[config.mk]
export PLATFORM = sky130hd
export DESIGN_NAME = gnes_bitmap_mem
export DESIGN_NICKNAME = d
export VERILOG_FILES = /design/src/rtl/gnes_bitmap_mem.sv
export SDC_FILE = /design/constraint.sdc
export NUM_CORES = 2
export LEC_CHECK = 0
export ABC_AREA = 1
export BUFFER_PORTS_ARGS = -buffer_cell sky130_fd_sc_hd__buf_2
export CORE_ASPECT_RATIO = 1.75
export CORE_UTILIZATION = 30
export CTS_CLUSTER_DIAMETER = 120
export CTS_CLUSTER_SIZE = 28
export DETAILED_ROUTE_END_ITERATION = 12
export PLACE_DENSITY_LB_ADDON = 0.1
export SLEW_MARGIN = 20
export SYNTH_ARGS = -nofsm -noshare
export SYNTH_HDL_FRONTEND = slang
export SYNTH_SLANG_ARGS = --single-unit
[constraint.sdc]
create_clock -name clk -period 10.9 [get_ports clk]
set_input_delay 1.09 -clock clk [delete_from_list [all_inputs] [get_ports clk]]
set_output_delay 1.09 -clock clk [all_outputs]
set_load 0.02 [all_outputs]
[src/rtl/gnes_bitmap_mem.sv]
// Bitmap store: one row per grid column, one write port and one read port,
// read data registered.
module gnes_bitmap_mem #(
  parameter int WIDTH = 64,
  parameter int DEPTH = 64
) (
  input  logic                     clk,
  input  logic                     we,
  input  logic [$clog2(DEPTH)-1:0] wa,
  input  logic [WIDTH-1:0]         wd,
  input  logic [$clog2(DEPTH)-1:0] ra,
  output logic [WIDTH-1:0]         rd
);

  logic [WIDTH-1:0] mem [DEPTH];

  // Write port.
  always_ff @(posedge clk) begin
    if (we) begin
      mem[wa] <= wd;
    end
  end

  // Read port, registered.
  always_ff @(posedge clk) begin
    rd <= mem[ra];
  end

endmodule

[Word level (Yosys, flattened, before mapping)]
Memories as Yosys holds them, arrays and structs flattened. A register that Yosys moved wholly into a read port is not among the register bits.
Cells that the tools add are included.
Storage, ports and cells
  latch bits: 0
  bits in registers: 0
  input port bits: 78
  memory bits (writable): 4096
  logic and storage cells: 3
  memories kept: 1
  output and inout port bits: 64
  memory bits (read-only): 0
Operators by class
  bitwise gates (word level): 0
  multipliers: 0
  divide/modulo/power cells: 0
  shift operators: 0
  $lt $le $gt $ge: 0
  mux-type cells: 2
  add/sub/neg operators: 0
  reductions and logical operators: 0
  equality and inequality tests: 0
Memory list
  mem: depth 64, width 64, read ports 1, clocked after memory_dff 1, write ports 1, RTL line 15  | logic [WIDTH-1:0] mem [DEPTH];
Operators by type and width (number)
  1-bit 2-to-1 mux: 2

[Longest topological paths before layout]
  depth in word-level cells: 2
  depth in mapped cells: 13
  gate-level depth less buffers: 9

[Worst setup path after synthesis]
OpenSTA, ideal clock, no wires.
  path type: in2reg
  start: in we
  end: mem mem[48][0] (enable)
  setup time: 646 ps
  setup slack: 2528 ps
  stages: 3
  path buffers: 1
  data required time: 10254 ps
  data arrival time: 7726 ps
  path through: clkbuf_1 > nand4_1 > nor4_1
Between the ends
  longest elaborated chain between the ends: 2
Ends and longest elaborated chain
  from (decl): RTL line 8  | input logic we,
  1-bit 2-to-1 mux: RTL line 19  | if (we) begin
  1-bit 2-to-1 mux (not written as such): RTL line 20  | mem[wa] <= wd;
  to (decl): RTL line 15
Every way passes these cells.

==> run metrics <==
outcome=finished clean; switching share of power=24.43%; number of nets in the layout=13230; number of cells traversed by the worst register-to-register path=8; Mapped Cells=13410; critical path capture point type=register; cell accounting for the most synthesized area=sky130_fd_sc_hd__edfxtp_1; fraction of registers with async set/reset=0%; via count of the first global-routing pass=103200; count of yosys warnings during synthesis=0; max-cap violations=0; Global Route Usage Sum=23.30%; startpoint of the most critical setup path=ra[1]; buffers added on ports=141; Final Max Tran Viols=0; remaining routing DRC violations=0; cell count after placement=20210; number of H-tree levels=4; clock tree root buffer cell=sky130_fd_sc_hd__clkbuf_16; Pwr per Cell Area=157.0 nW/um^2; combinational family with the most area after synthesis=simple AND/OR/NAND/NOR gates; worst hold margin=0.5886 ns; utilization after layout=32.55%; area growth from synthesis to final layout=8.133%; period utilization=42.35%; tightest slew margin relative to the limit=18.53%; fill cell total of the finished layout=54190; post-detailed-routing wire length=660400 microns; Cell Area, Placed=173700 sq um; cell-internal power=21.20 mW; kind of critical path=input port to register; highest fanout seen on the critical path=73; xor and xnor area share after synthesis=0%; combinational share of power=7.4%; Overall Power=28.06 mW; Post-CTS Setup Repair Bufs=0; post-route design area=178800 sq um; Hold EP=mem[38][52]; clk buf depth=4; clock slew at reported path FFs=0.11 ns; Primary FF master, synth=sky130_fd_sc_hd__edfxtp_1; pre-CTS setup slack=5.324 ns; mean cell area of the mapped netlist=12.33 sq um; via count=108200; detailed placer's ending HPWL=336300 microns; cells taking the most area after synthesis=sky130_fd_sc_hd__edfxtp_1 74%, sky130_fd_sc_hd__nand3_1 12%, sky130_fd_sc_hd__nand2_1 10%, sky130_fd_sc_hd__buf_2 1.5%, sky130_fd_sc_hd__dfxtp_1 0.78%; VDD IR max=0.1474 mV; per-cell routed wire length=32.15 microns; number of iterations in the first detailed-routing pass=6; placer congestion estimate=0.7793; wire length of the first global-routing pass=896400 microns; startpoint of the lowest-slack hold path=wd[52]; unrepaired setup endpoints after global routing=false; final worst clock skew=0.05309 ns; Final min period=4.617 ns; Core Footprint=549100 sq um; R2R Path End=rd[50]; number of buffers inserted for hold repair after clock tree synthesis=0; Rows=360; Die Width=563.1 microns; iteration-0 DRC count of the detailed router=11580; worst-margin pin slew=1.222 ns; mapped cell area=165300 sq um; post-synthesis cell type count=16; worst min path class=input port to register; depth of the worst hold-timing path=1; share of layout cells above drive strength 1=5.409%; area share of fa/ha/maj cells after synthesis=0%; number of flip-flops and latches in the synthesized netlist=4160; net switching power=6.856 mW; FF-to-FF Start=mem[46][50]; r2r setup slk=9.18 ns; TritonCTS clock tree=built; Sequential Power Share=63.3%; clock latency on the worst-skew pair=0.96 ns; Syn Nets=13480; Avg Vias per Cell=5.268; sequential cell area fraction in the yosys report=75.18%; pin count of the biggest net entering global routing=222; Final setup violation count=0; crit start category=input port; area share of the largest cell type after synthesis=74.41%; WP data arrival=5.43 ns; Cell Count, Final, Fillers Out=20540; complex-gate fraction of the synthesized area=0%; Synth Area in Simple Gates=21.87%; die area=554100 sq um; GRT Residual Overflow=0; number of ports placed on the die boundary=142; number of gates resized after cts=0; count of clock tree sinks=4160; number of synthesized flops with an enable pin=4096; post-route setup TNS=0 ns; static leakage power=60.22 nW; Final Hold Vio Count=0; achievable frequency=0.2166 GHz; remaining antenna violation count after routing=0; CTS buffer count=170; fraction of synthesized area in multiplexers=0%; Critical Path RT=11.71 ns; effective utilization at floorplan=30.11%; most frequent cell after synthesis=sky130_fd_sc_hd__nand2_1; Die Y-Extent=984.0 microns; list of most frequent post-synthesis cells=4416 x sky130_fd_sc_hd__nand2_1, 4096 x sky130_fd_sc_hd__edfxtp_1, 3847 x sky130_fd_sc_hd__nand3_1, 501 x sky130_fd_sc_hd__buf_2, 147 x sky130_fd_sc_hd__clkbuf_1; final worst-path setup slack=6.283 ns; number of antenna violations at the first check in global routing=64; fraction of power consumed by the clock network=29.2%
## registers in the layout, summed over array words and instances, names as in the netlist
register  cells
rd           64
mem        4096
## cell usage in the layout, fill, tap and decap left out, types with 3 or more instances in the layout
cell,n
sky130_fd_sc_hd__buf_4,327
sky130_fd_sc_hd__nand3_1,3847
sky130_fd_sc_hd__inv_6,5
sky130_fd_sc_hd__inv_1,6
sky130_fd_sc_hd__inv_16,4
sky130_fd_sc_hd__clkbuf_1,119
sky130_fd_sc_hd__edfxtp_1,4096
sky130_fd_sc_hd__nor4_2,8
sky130_fd_sc_hd__diode_2,28
sky130_fd_sc_hd__buf_2,100
sky130_fd_sc_hd__dfxtp_1,64
sky130_fd_sc_hd__inv_8,3
sky130_fd_sc_hd__buf_8,4
sky130_fd_sc_hd__nand4_1,9
sky130_fd_sc_hd__buf_12,33
sky130_fd_sc_hd__nor2_4,56
sky130_fd_sc_hd__nand2_1,4416
sky130_fd_sc_hd__clkbuf_16,173
## final cells by class
cell class / instances / area (sq um) / share of cell area [%]
Antenna cell: 28 / 70.07 / 0.03920
Multi-Input combinational cell: 8336 / 36620 / 20.48
Timing Repair Buffer: 468 / 3754 / 2.100
Clock buffer: 292 / 4776 / 2.672
Clock inverter: 7 / 91.34 / 0.05110
Inverter: 12 / 105.1 / 0.05880
Tap cell: 7240 / 9059 / 5.068
Sequential cell: 4160 / 124300 / 69.53
## power by group through the flow
stage	Clock [mW]	Sequential [mW]	Combinational, mW
finish	8.21	17.8	2.08
global route	8.83	17.8	2.25
global placement	0	18.1	2.09
floorplan	0	18.1	1.09
CTS	8.43	17.8	2.10
detailed placement	0	18.1	2.10
## critical path, cell delays in order
cell and delay (ns):
sky130_fd_sc_hd__buf_8 0.45, sky130_fd_sc_hd__buf_4 0.50, sky130_fd_sc_hd__buf_4 0.65, sky130_fd_sc_hd__buf_4 0.95
sky130_fd_sc_hd__buf_4 0.76, sky130_fd_sc_hd__nand3_1 0.15, sky130_fd_sc_hd__nand3_1 0.14, sky130_fd_sc_hd__nand3_1 0.17
sky130_fd_sc_hd__nand3_1 0.12, sky130_fd_sc_hd__nand2_1 0.06, sky130_fd_sc_hd__nand2_1 0.05, sky130_fd_sc_hd__nand2_1 0.08
## worst max path at each step
stage	end	slack, ns	depth (start not counted)
final	rd[13]	6.28	12
after global routing	rd[19]	6.11	12
after CTS	rd[13]	6.32	12
after detailed placement	rd[13]	5.32	12
after global placement	rd[8]	5.24	12
after floorplan	mem[48][0]	2.53	3
## cells by family after synthesis
kind of cell | count (synthesis)
AND/OR/NAND/NOR | 8336
flip-flops | 4160
buffers and inverters | 909
## metal layers
metal | part of all wire [%] | vias up | track usage (%)
met1 | 41 | 57110 | 30.08
met5 | 0.0036 | - | 0
met3 | 4.8 | 652 | 1.943
met2 | 51 | 3393 | 41.82
li1 | - | 47060 | -
met4 | 3.0 | 4 | 5.989
No activity file was read; power rests on OpenSTA's default activity.
