`src/rtl/gnes_pkg.sv`:
```
package gnes_pkg;

  // Width of the coordinate fields on the item channels.
  localparam int COORD_W = 6;

  // Operation codes carried in the op field of a command item.
  localparam logic OP_FINISH  = 1'b0;
  localparam logic OP_REQUEST = 1'b1;

  // Control of the sliding three-row window used during a scan.
  typedef struct packed {
    logic clr;      // empty the window before a new scan
    logic shift;    // advance the window by one row
    logic nxt_vld;  // the incoming row holds real data, otherwise it reads as zero
  } win_ctl_t;

endpackage

```
`src/rtl/gnes_window.sv`:
```
// Sliding three-row window over the busy bitmap. Each shift takes the next
// row, forms the dilated busy mask of the middle row and registers the
// candidate cells of that row; a find-first picks the lowest candidate.
module gnes_window import gnes_pkg::*; #(
  parameter int GRID_Z = 64
) (
  input  logic                      clk,
  input  win_ctl_t                  ctl,
  input  logic [GRID_Z-1:0]         busy_row,
  input  logic [GRID_Z-1:0]         fin_row,
  output logic                      hit,
  output logic [$clog2(GRID_Z)-1:0] hit_z
);

  localparam int ZW = $clog2(GRID_Z);

  logic [GRID_Z-1:0] prev_row;
  logic [GRID_Z-1:0] cur_row;
  logic [GRID_Z-1:0] cur_fin;
  logic [GRID_Z-1:0] cand;
  logic [GRID_Z-1:0] nxt_row;
  logic [GRID_Z-1:0] blk;
  logic [GRID_Z-1:0] dil;

  // Rows outside the grid read as not busy.
  assign nxt_row = ctl.nxt_vld ? busy_row : '0;

  // Busy marks of the three rows, spread by one cell along z.
  assign blk = prev_row | cur_row | nxt_row;
  assign dil = blk | (blk << 1) | (blk >> 1);

  // Window and candidate registers.
  always_ff @(posedge clk) begin
    if (ctl.clr) begin
      prev_row <= '0;
      cur_row  <= '0;
    end else if (ctl.shift) begin
      prev_row <= cur_row;
      cur_row  <= nxt_row;
      cur_fin  <= fin_row;
      cand     <= ~cur_fin & ~dil;
    end
  end

  // Lowest candidate cell of the evaluated row.
  always_comb begin
    hit_z = '0;
    for (int i = GRID_Z - 1; i >= 0; i--) begin
      if (cand[i]) begin
        hit_z = ZW'(i);
      end
    end
  end

  assign hit = |cand;

endmodule
```
`config.mk`:
```
export PLATFORM = sky130hd
export DESIGN_NAME = gnes_window
export DESIGN_NICKNAME = d
export VERILOG_FILES = /design/src/rtl/gnes_pkg.sv /design/src/rtl/gnes_window.sv
export SDC_FILE = /design/constraint.sdc
export NUM_CORES = 1
export LEC_CHECK = 0
export BUFFER_PORTS_ARGS = -buffer_cell sky130_fd_sc_hd__buf_4
export CORE_MARGIN = 3
export CORE_UTILIZATION = 50
export DETAILED_ROUTE_END_ITERATION = 8
export GPL_TIMING_DRIVEN = 0
export PLACE_DENSITY = 0.77
export SLEW_MARGIN = 25
export SYNTH_ARGS = -nofsm -noshare
export SYNTH_HDL_FRONTEND = slang
export SYNTH_SLANG_ARGS = --single-unit
```
`constraint.sdc`:
```
create_clock -name clk -period 8.7 [get_ports clk]
set_input_delay 0.435 -clock clk [delete_from_list [all_inputs] [get_ports clk]]
set_output_delay 0.435 -clock clk [all_outputs]
set_load 0.005 [all_outputs]
```
# Yosys cells after proc, flatten, opt, wreduce, memory -nomap -nowiden

Cells that the tools add are included.

Bits in registers: 256
Output and inout port bits: 7
Logic and storage cells: 79
Input bits: 132

Reduce and logical (&&, ||, !) cells: 2
Mux-type cells: 65
Bitwise logic cells: 8

Operators with widths:

| kind             | count |
|---|---|
| $mux 6           | 64 |
| $or 64x64->64    | 3 |
| $not 64->64      | 2 |
| $and 64x64->64   | 1 |
| $mux 64          | 1 |
| $or 64x63->64    | 1 |
| $reduce_or 64->1 | 1 |
| $reduce_and 2->1 | 1 |
| $not 1->1        | 1 |

# Logic depth before layout (Yosys ltp)

Gate-level depths: netlist of run 1.

Word-level depth: 64
Gate-level depth with buffers: 6
Mapped depth without buffers: 6

# Least setup slack after synthesis of run 1

Ideal clock, no wire load.

Path kind: input to register
From: input port ctl[1] (netlist bit)
To: register cand[0] (enable)
Stages: 3
Arrival time: 6.626 ns
Setup slack: 1.443 ns
Cells stage by stage: clkbuf_1 clkbuf_1 nor2b_1

Cells in the longest elaborated chain, start to end: 1

Ends and longest elaborated chain:

| what                       | line              | source |
|---|---|---|
| start: declaration         | gnes_window.sv:8  | `input win_ctl_t ctl,` |
| $reduce_and 2->1 (no line) | -                 |  |
| end signal: assignment     | gnes_window.sv:41 | `cand <= ~cur_fin & ~dil;` |
| end: declaration           | gnes_window.sv:20 | `logic [GRID_Z-1:0] cand;` |

Every way passes these cells.
A chain may end at the register's enable or synchronous reset.

# Worst setup path after layout of run 1

From: register cand[23]
To: output port hit_z[5]

Cells in the longest elaborated chain, start to end: 24

Ends and longest elaborated chain:

| what                 | line              | source |
|---|---|---|
| $mux 6 (24 in a row) | gnes_window.sv:49 | `if (cand[i]) begin` |
| end: declaration     | gnes_window.sv:12 | `output logic [$clog2(GRID_Z)-1:0] hit_z` |

Every way passes these cells.

==> results.json, run 1 <==
{
  "tritoncts": "done",
  "setup.worst_path.end_class": "output port",
  "skew_ns": 0.00539,
  "firstDrtPassIters": 5,
  "ir_drop_mv": 0.154,
  "drt-wirelength-per-cell_um": 18.9,
  "cp_max_fo": 5,
  "cts_resized": 0,
  "layout.nets": 1299,
  "holdBufCountCts": 0,
  "clk-insertion-delay-late_ns": 0.53,
  "clock_sink_count": 256,
  "area.growth.synth_to_final_pct": 22.7,
  "diodes": 0,
  "cts.root.buffer_cell": "sky130_fd_sc_hd__clkbuf_16",
  "static-leakage-power_uw": 0.00520,
  "design.core.area_um2": 20600,
  "slew_limit_fails": 0,
  "cell_by_cell_trace_of_the_critical_path": "nor4_1 > and2_1 > nand3_1 > nor3_1 > buf_4",
  "grt_setup_unrepaired": "false",
  "dominantRegCellSynth": "sky130_fd_sc_hd__edfxtp_1",
  "post_synth.cell_area_avg_um2": 10.7,
  "fmax_mhz": 341,
  "rows": 52,
  "post-route-min-period_ns": 2.93,
  "yosys.area.top_type": "sky130_fd_sc_hd__edfxtp_1",
  "hold_slack_ns": 0.0727,
  "timing_hold_violations_final": 0,
  "design_area_um2": 13100,
  "tightest_slew_ns": 0.793,
  "ys_top_cells_by_area": "sky130_fd_sc_hd__edfxtp_1 36%, sky130_fd_sc_hd__dfxtp_1 24%, sky130_fd_sc_hd__mux2i_1 6.0%, sky130_fd_sc_hd__a211o_1 4.8%, sky130_fd_sc_hd__nand2b_1 3.9%",
  "finalWeightedCongestion": 0.867,
  "path_class": "reg -> out",
  "worst-endpoint-required_ns": 8.27,
  "timing.slew.headroom_pct": 47.1,
  "first_global_vias": 8355,
  "status": "complete, no violations",
  "vias": 8606,
  "cap_violations": 0,
  "design.die.area_um2": 23100,
  "detail_route.iter0.violations": 751,
  "syn_area_um2": 10700,
  "yosys.cell_types.count": 38,
  "ratio_of_cells_with_drive_above_1_in_the_final_layout_pct": 16.2,
  "synth_top_cell_area_share_pct": 36.0,
  "buffers_from_clock_root_to_sink_at_most": 3,
  "critical-path-slowest-cell": "sky130_fd_sc_hd__nor4_1",
  "postCtsSetupBuffers": 0,
  "grt_use_total_pct": 22.8,
  "grt_overflow": 0,
  "arrival_ns": 2.50,
  "min_path_type": "in -> reg",
  "synth-seq-cells": 256,
  "finish.utilization_pct": 63.5,
  "ant_nets": 0,
  "synth_edf_count": 128,
  "crit_path_start_kind": "register",
  "min_period_over_period_pct": 33.7,
  "fillCellCount": 1605,
  "initial_core_util_pct": 51.7,
  "drc": 0,
  "postSynthCellCount": 998,
  "die_height_um": 152,
  "htree_num_levels": 1,
  "tritoncts.num_buffers": 27,
  "yosys_warnings": 0,
  "final-setup-viol-count": 0,
  "synth_nets": 1130,
  "detailed_place_hpwl_um": 19000,
  "clkTransAtPathRegs_ns": 0.06,
  "grt_start_max_net_pins": 28,
  "placement.cell_area_um2": 12200,
  "register_area_share_after_synthesis_pct": 60.0,
  "yosys-top-cells-count": "128 x sky130_fd_sc_hd__dfxtp_1, 128 x sky130_fd_sc_hd__edfxtp_1, 93 x sky130_fd_sc_hd__nor2_1",
  "io_buffers": 135,
  "power_density_nw_per_um2": 215,
  "antenna_found_initial": 0,
  "postSynth.asyncResetShare_pct": 0,
  "die_width_um": 152,
  "postRouteWirelength_um": 27500,
  "grt_first_pass_wirelength_um": 43900,
  "drt-vias-per-instance": 5.90,
  "top_level_ports": 139,
  "critPathMaxStageDelay_ns": 0.58
}
[critical path, delay by kind of cell (launching register included)]
family	cells	cell delay, ns
flip-flops	1	0.47
buffers and inverters	1	0.19
AND/OR/NAND/NOR	4	1.31
[cell usage in the layout, fill, tap and decap left out, drive strengths merged, types with 4 or more instances in the layout]
master / netlist / layout
buf: 14 / 154
edfxtp: 128 / 128
dfxtp: 128 / 128
nor2: 93 / 93
a21oi: 81 / 81
nor3: 77 / 77
clkbuf: 38 / 76
nand3: 68 / 68
nand2b: 66 / 66
mux2i: 64 / 64
a211o: 59 / 59
nor4: 50 / 50
nand2: 44 / 44
o21ai: 42 / 42
inv: 12 / 14
clkinv: 0 / 7
o31ai: 6 / 6
a211oi: 4 / 4
or4: 4 / 4
[registers in the layout, summed over array words and instances (netlist names)]
register,flops
cur_row,64
cur_fin,64
cand,64
prev_row,64
[worst paths after layout]
path,slack [ns],endpoint,cells after the start,from
max,5.77,hit_z[5],5,cand[23]$_DFFE_PP_
min,0.07,cur_fin[56]$_DFFE_PP_,1,fin_row[56]
max reg2reg,7.44,cand[61]$_DFFE_PP_,3,cur_row[60]$_SDFFE_PP0P_
min reg2reg,0.51,cur_row[40]$_SDFFE_PP0P_,2,cur_row[40]$_SDFFE_PP0P_
[metal layers]
layer	up-vias	wire, µm	global-route usage (%)
met2	372	12900	36.5
met5	-	0	0
li1	4072	-	-
met3	57	1880	3.58
met1	4105	12100	32.8
met4	0	643	5.86
[per-stage QoR]
step / setup WS, ns / total power, µW / setup TNS [ns] / cells
final: 5.77 / 2820 / 0 / 1458
after floorplan: 1.44 / 1520 / 0 / 998
after CTS: 5.76 / 2820 / 0 / 1458
after global routing: 5.62 / 2910 / 0 / 1458
after detailed placement: 5.62 / 1640 / 0 / 1408
after global placement: -1.28 / 1630 / -162.86 / 1403
[where the power goes]
| group | internal (µW) | leakage [µW] | switching [µW] |
|---|---|---|---|
| Combinational | 116 | 0.00248 | 134 |
| Sequential | 1330 | 0.00225 | 39.9 |
| Clock | 727 | 0.000462 | 471 |
[area by class of cell]
| class | count | area [µm²] | share of cell area (%) |
|---|---|---|---|
| clock inverter | 12 | 138 | 1.05 |
| inverter | 12 | 45.0 | 0.344 |
| buffer | 52 | 203 | 1.55 |
| sequential | 256 | 6410 | 48.9 |
| multi-input combinational | 678 | 4030 | 30.7 |
| tap | 270 | 338 | 2.58 |
| timing repair buffer | 140 | 1140 | 8.73 |
| clock buffer | 38 | 798 | 6.10 |
[logic make-up (layout without fill, tap and decap cells)]
group                  count (synthesis)  in the layout  share of synthesized area (%)
DFF                                  256            256                           60.0
buffers and inverters                 64            254                           2.32
AOI/OAI and AO/OA                    205            205                           12.3
and+or+nand+nor                      409            409                           19.3
muxes                                 64             64                           6.00
Note: power is estimated with default switching activity, not from simulation.
==> run 2: changes to the inputs <==
--- a/config.mk
+++ b/config.mk
@@ -10,7 +10,7 @@
 export CORE_UTILIZATION = 50
 export DETAILED_ROUTE_END_ITERATION = 8
 export GPL_TIMING_DRIVEN = 0
-export PLACE_DENSITY = 0.77
+export PLACE_DENSITY = 0.79
 export SLEW_MARGIN = 25
 export SYNTH_ARGS = -nofsm -noshare
 export SYNTH_HDL_FRONTEND = slang
==> constraint.sdc (replaced) <==
create_clock -name clk -period 2.41 [get_ports clk]
set_input_delay 0.1205 -clock clk [delete_from_list [all_inputs] [get_ports clk]]
set_output_delay 0.1205 -clock clk [all_outputs]
set_load 0.005 [all_outputs]
==> run 2 against run 1 <==
Effect of this change:
- the flow now finishes with violations (setup timing)
- cell count is 10% higher
- die area unchanged
- routed wire length up 12%
- cell area is 12% higher
- register-to-register slack lost 6.3 ns
- critical endpoint is now hit_z[0]
- largest cell class unchanged
==> results.json, run 2 (synthesized netlist as in run 1, its figures left out) <==
{
  "clkTransAtPathRegs_ns": 0.06,
  "grt_start_max_net_pins": 28,
  "design_area_um2": 14700,
  "cp_max_fo": 3,
  "detail_route.iter0.violations": 855,
  "area.growth.synth_to_final_pct": 37.7,
  "tritoncts.num_buffers": 27,
  "final-setup-viol-count": 4,
  "violated_checks": "setup timing",
  "static-leakage-power_uw": 0.00586,
  "ratio_of_cells_with_drive_above_1_in_the_final_layout_pct": 17.3,
  "min_period_over_period_pct": 105,
  "initial_core_util_pct": 51.7,
  "setup.worst_path.end_class": "output port",
  "power.switching_fraction_pct": 23.0,
  "clock_sink_count": 256,
  "io_buffers": 135,
  "design.core.area_um2": 20600,
  "timing_hold_violations_final": 0,
  "htree_num_levels": 1,
  "finalWeightedCongestion": 0.853,
  "drt-wirelength-per-cell_um": 19.2,
  "drc": 0,
  "cap_violations": 0,
  "tightest_slew_ns": 0.773,
  "power.share.sequential_pct": 48.3,
  "finish.utilization_pct": 71.2,
  "die_height_um": 152,
  "skew_ns": 0.0151,
  "post-route-worst-setup-slack_ns": -0.127,
  "worst-endpoint-required_ns": 2.29,
  "firstDrtPassIters": 5,
  "timing.slew.headroom_pct": 48.5,
  "power_frac_clock_pct": 40.6,
  "grt_overflow": 0,
  "post-route-min-period_ns": 2.54,
  "vias": 9317,
  "rows": 52,
  "ant_nets": 0,
  "layout.nets": 1450,
  "power_switching_uw": 2350,
  "detailedPlace.worstSlack_ns": 0.414,
  "die_width_um": 152,
  "cts.root.buffer_cell": "sky130_fd_sc_hd__clkbuf_16",
  "buffers_from_clock_root_to_sink_at_most": 3,
  "min_path_type": "in -> reg",
  "power.internal_uw": 7900,
  "grt_setup_unrepaired": "true",
  "design.die.area_um2": 23100,
  "arrival_ns": 2.42,
  "detailed_place_hpwl_um": 18800,
  "grt_first_pass_wirelength_um": 48300,
  "drt-vias-per-instance": 5.79,
  "diodes": 0,
  "fmax_mhz": 394,
  "first_global_vias": 9281,
  "tritoncts": "done",
  "power_density_nw_per_um2": 698,
  "layout_common_cells": "152 x sky130_fd_sc_hd__buf_4, 132 x sky130_fd_sc_hd__dlygate4sd3_1, 128 x sky130_fd_sc_hd__edfxtp_1, 128 x sky130_fd_sc_hd__dfxtp_1, 90 x sky130_fd_sc_hd__nor2_1",
  "antenna_found_initial": 0,
  "clk-insertion-delay-late_ns": 0.53,
  "final_common_cell": "sky130_fd_sc_hd__buf_4",
  "status": "complete, but fails checks",
  "ir_drop_mv": 0.463,
  "combinationalPowerShare_pct": 11.1,
  "placement.cell_area_um2": 12200,
  "top_level_ports": 139,
  "crit_path_start_kind": "register",
  "path_class": "reg -> out",
  "postRouteWirelength_um": 30800,
  "slew_limit_fails": 0,
  "grt_use_total_pct": 25.3,
  "fin_tns_setup_ns": -0.352
}
==> run 2: cell count changes in the layout (fill, tap and decap cells not counted), moves of 3 or more <==
cell / previous run / this run
sky130_fd_sc_hd__dlygate4sd3_1: 0 / 132
sky130_fd_sc_hd__buf_4: 135 / 152
sky130_fd_sc_hd__nor4_1: 49 / 40
sky130_fd_sc_hd__nor4_2: 0 / 7
sky130_fd_sc_hd__clkbuf_1: 42 / 48
sky130_fd_sc_hd__clkinv_1: 4 / 1
sky130_fd_sc_hd__nor2_1: 93 / 90
sky130_fd_sc_hd__or4_1: 3 / 0
sky130_fd_sc_hd__or4_4: 1 / 4
==> run 2: timing repair <==
item,4_1_cts,5_1_grt
setup buffers,5,14
endpoints found under the hold margin,144,0
gates cloned,0,0
hold buffers,132,0
resized for setup,14,19
setup endpoints to repair,7,7
pin swaps,5,12
==> run 2: cell type report <==
class | count | area, µm²
sequential | 256 | 6410
fill | 1397 | 5930
multi-input combinational | 678 | 4180
timing repair buffer | 291 | 2610
clock buffer | 43 | 776
tap | 270 | 338
buffer | 52 | 234
clock inverter | 6 | 104
inverter | 12 | 45.0
==> run 2: per-layer routing <==
layer / up-vias / GRT usage, % / share of wire (%) / routed length [µm]
li1: 4354 / - / - / -
met1: 4445 / 33.4 / 41 / 12600
met2: 449 / 43.2 / 49 / 15000
met3: 69 / 4.10 / 7.4 / 2270
met4: 0 / 7.62 / 2.8 / 873
met5: - / 0 / 0 / 0
==> run 2: power by group through the flow <==
| stage | combinational, µW | clock (µW) | sequential, µW |
|---|---|---|---|
| 4_1_cts | 1080 | 4180 | 4940 |
| 6_report | 1130 | 4160 | 4950 |
| 2_1_floorplan | 502 | 0 | 4990 |
| 5_1_grt | 1220 | 4390 | 4970 |
| 3_3_place_gp | 850 | 0 | 5030 |
| 3_5_place_dp | 890 | 0 | 5030 |
==> run 2: through the flow <==
| step | hold WS (ns) | total power, µW | std cells |
|---|---|---|---|
| global route | 0.0623 | 10600 | 1608 |
| global placement | 0.299 | 5880 | 1403 |
| CTS | 0.0293 | 10200 | 1594 |
| finish | 0.0503 | 10300 | 1608 |
| floorplan | 0.219 | 5490 | 998 |
| detailed placement | 0.300 | 5920 | 1408 |
==> run 2: path summary, 6_finish.rpt <==
path                                                from                        to  slack (ns)  cells past startpoint
worst max register to register  cur_row[13]$_SDFFE_PP0P_        cand[13]$_DFFE_PP_        1.11                      3
worst min-delay path                              ctl[2]   cur_row[3]$_SDFFE_PP0P_        0.05                      2
worst max-delay path                  cand[60]$_DFFE_PP_                  hit_z[0]       -0.13                      7
worst min register to register  cur_row[62]$_SDFFE_PP0P_  cur_row[62]$_SDFFE_PP0P_        0.50                      2
==> run 2: critical path, stage by stage (launching register included) <==
cell                       delay (ns)
sky130_fd_sc_hd__edfxtp_1        0.41
sky130_fd_sc_hd__buf_4           0.17
sky130_fd_sc_hd__a221oi_2        0.27
sky130_fd_sc_hd__o41ai_2         0.11
sky130_fd_sc_hd__nor4_2          0.29
sky130_fd_sc_hd__nor4_2          0.11
sky130_fd_sc_hd__o31ai_2         0.35
sky130_fd_sc_hd__buf_4           0.17
